===== config.mk =====
export PLATFORM = sky130hd
export DESIGN_NAME = lms_ram
export DESIGN_NICKNAME = d
export VERILOG_FILES = /design/src/rtl/core/lms_ram.sv
export SDC_FILE = /design/constraint.sdc
export NUM_CORES = 1
export LEC_CHECK = 0
export ABC_CLOCK_PERIOD_IN_PS = 1900
export BUFFER_PORTS_ARGS = -buffer_cell sky130_fd_sc_hd__buf_4
export CORE_MARGIN = 10
export CORE_UTILIZATION = 45
export CTS_CLUSTER_SIZE = 25
export DETAILED_ROUTE_END_ITERATION = 10
export PLACE_DENSITY_LB_ADDON = 0.12
export SKIP_CTS_REPAIR_TIMING = 1
export SYNTH_ARGS = -nofsm -noshare
export SYNTH_HDL_FRONTEND = slang
export SYNTH_SLANG_ARGS = --single-unit

===== constraint.sdc =====
create_clock -name clk -period 1.9 [get_ports clk]
set_input_delay 0.19 -clock clk [delete_from_list [all_inputs] [get_ports clk]]
set_output_delay 0.19 -clock clk [all_outputs]
set_load 0.05 [all_outputs]

===== src/rtl/core/lms_ram.sv =====
module lms_ram #(
	parameter int Width = 8,
	parameter int Depth = 16
) (
	input  logic                     clk,
	input  logic                     we,
	input  logic [$clog2(Depth)-1:0] waddr,
	input  logic [Width-1:0]         wdata,
	input  logic [$clog2(Depth)-1:0] raddr,
	output logic [Width-1:0]         rdata
);
	logic [Width-1:0] mem_q [Depth];

	always_ff @(posedge clk) begin
		if (we) begin
			mem_q[waddr] <= wdata;
		end
		rdata <= mem_q[raddr];
	end
endmodule


==> impl_metrics.toml <==
[outcome]
status = "finished, final reports clean"

[worst_setup_path]
crit_path_start_kind = "register"
worst_ep_required_time_ns = 2.19
crit_fanout = 1
path_depth = 3
reg2reg_depth = 3
rr_endpoint = "rdata[1]"
reg2reg_setup_slack_ns = 0.53
cp_slowest_cell = "mux4_1"
max_stage_delay_ns = 0.52
critPathKind = "register to register"
crit_buf_inv = 0
path_cells = "mux4_1 -> a22oi_1 -> nand2_1"
arrival_ns = 1.66
endpoint = "rdata[1]"
crit_path_end_kind = "register"
cp_top_family = "multiplexers"
crit-reg2reg-launch = "mem_q[9][1]"
cp-startpoint = "mem_q[9][1]"

[yosys]
syn_nets = 247
synth_area_leaders = "edfxtp_1 75%, mux4_2 7.9%, mux4_1 7.1%"
syn_area_per_cell_um2 = 22.48
ys_seq_elements = 136
yosysTopAreaCell = "edfxtp_1"
netlist_area_um2 = 5147
ys_seq_area_share_pct = 77.78
synthDistinctLibCells = 19
synthCells = 229
yosysTopAreaCellShare_pct = 74.67
yosys_warnings = 0

[grt]
antenna_found_initial = 0
grt_pass1_wl_um = 15640
grt_overflow = 0
grt.total_usage_pct = 13.16
first_global_vias = 2599
grt_max_degree = 20

[timing]
rsz0062_at_grt = "false"
slew_violations = 0
layout_setup_ws_ns = 0.5302
fin_crit_sh_pct = 72.10
whs_ns = 0.09283
finClkSkew_ns = 0.008866
finalSetupTns_ns = 0
relSlewSlack_pct = 72.22
hold_violations = 0
max_freq_mhz = 730.0
setup_viol = 0
worst_pin_slew_ns = 0.4167
layout_min_cycle_time_ns = 1.370

[die]
boundaryPins = 26
die_area_um2 = 16120
fp.dieW_um = 127.0
core_um2 = 11030
die_h_um = 127.0
start_util_pct = 46.67
num_rows = 38

[pwr]
finalPower_mw = 7.001
pwr_density_cell_nw_per_um2 = 1124
p_leak_nw = 2.147
peakVddDrop_uv = 497.2

[detailed_routing]
vias = 2385
wl_per_cell_um = 22.20
drc = 0
via_per_inst = 5.408
wirelength_um = 9790
ant_nets = 0
first_pass_iters = 4
drt-initial-drc-count = 196

[cts]
ctsLongestPathBuffers = 2
numCtsBuffers = 17
clk_pin_slew_ns = 0.06
htreeDepth = 4
clk_latency_ns = 0.41
cts_tree = "done"
clock_sinks = 136
clockRootBuffer = "clkbuf_16"

[placement]
io_buffers = 25
placed_cell_area_um2 = 5637
globalplace.congestion = 0.7111
dp_worst_setup_slack_ns = 0.3272
dp_hpwl_um = 6680

[layout]
layout-drive-gt1-share_pct = 32.23
diodes = 0
area_growth_pct = 20.98
seq_area_um2 = 4004
final_cell_area_um2 = 6227
fill_cells = 845
multi_input_area_um2 = 1057
nets = 306

[worst_hold_path]
min_path_type = "primary input to register"

[flow_run]
drv_cap = 0
## cell usage in the layout, fill, tap and decap left out, types with 2 or more instances in the layout
master / instances
clkbuf_16: 17
nand2_1: 9
mux4_2: 18
nor3_1: 4
clkinv_2: 5
edfxtp_1: 128
a22oi_1: 16
buf_4: 48
nor2_1: 13
bufinv_16: 3
buf_12: 2
mux4_1: 14
nand3b_1: 2
clkbuf_1: 3
nand2b_1: 2
clkbuf_8: 2
dfxtp_1: 8
## kinds of logic after synthesis
kind of cell	synth area share [%]
AOI/OAI and AO/OA	2.334
DFF	77.78
muxes	15.02
buffers and inverters	1.677
and+or+nand+nor	3.184
## through the flow
stage               utilization [%]  cells
CTS                           56.45    441
global route                  56.45    441
finish                        56.45    441
detailed placement            51.10    409
global placement              51.10    409
floorplan                         -    229
## metal layers
metal	wire length (µm)	track usage (%)	vias to the layer above
li1	-	-	1091
met1	4529	17.13	1224
met2	4760	19.90	62
met3	409	4.540	8
met4	91	5.023	0
met5	0	0	-
## flip-flops by register name, summed over array words and instances (netlist names)
register  cells
mem_q       128
rdata         8
## cells in the mapped netlist
master,instances
a22oi_1,16
and2_1,1
and2b_1,1
buf_2,3
buf_4,1
buf_6,3
clkdlybuf4s25_2,3
dfxtp_1,8
edfxtp_1,128
mux4_1,14
mux4_2,18
nand2_1,9
nand2b_1,2
nand3_1,1
nand3b_1,2
nor2_1,13
nor2b_1,1
nor3_1,4
or3b_2,1
## worst min-delay path by stage
stage	depth (start not counted)	end	from	slack, ns
3_5_place_dp	1	mem_q[7][6]	wdata[6]	0.51
2_1_floorplan	0	mem_q[0][0]	wdata[0]	0.29
6_report	1	mem_q[6][6]	wdata[6]	0.09
5_1_grt	1	mem_q[6][5]	wdata[5]	0.09
3_3_place_gp	1	mem_q[6][5]	wdata[5]	0.49
4_1_cts	1	mem_q[7][6]	wdata[6]	0.08
## report_power, final
part           internal [mW]  switching (mW)  leakage (nW)
registers               3.36          0.0223          1.22
logic                  0.163           0.242         0.632
clock network           2.11            1.10         0.291
total                   5.63            1.37          2.15
## cell type report
cell class	instances	share of cell area, %
clock buffer	22	7.454
clock inverter	10	2.029
multi-input combinational	83	16.98
sequential	136	64.30
tap	140	2.813
timing repair buffer	50	6.430
No activity file was read; power rests on OpenSTA's default activity.
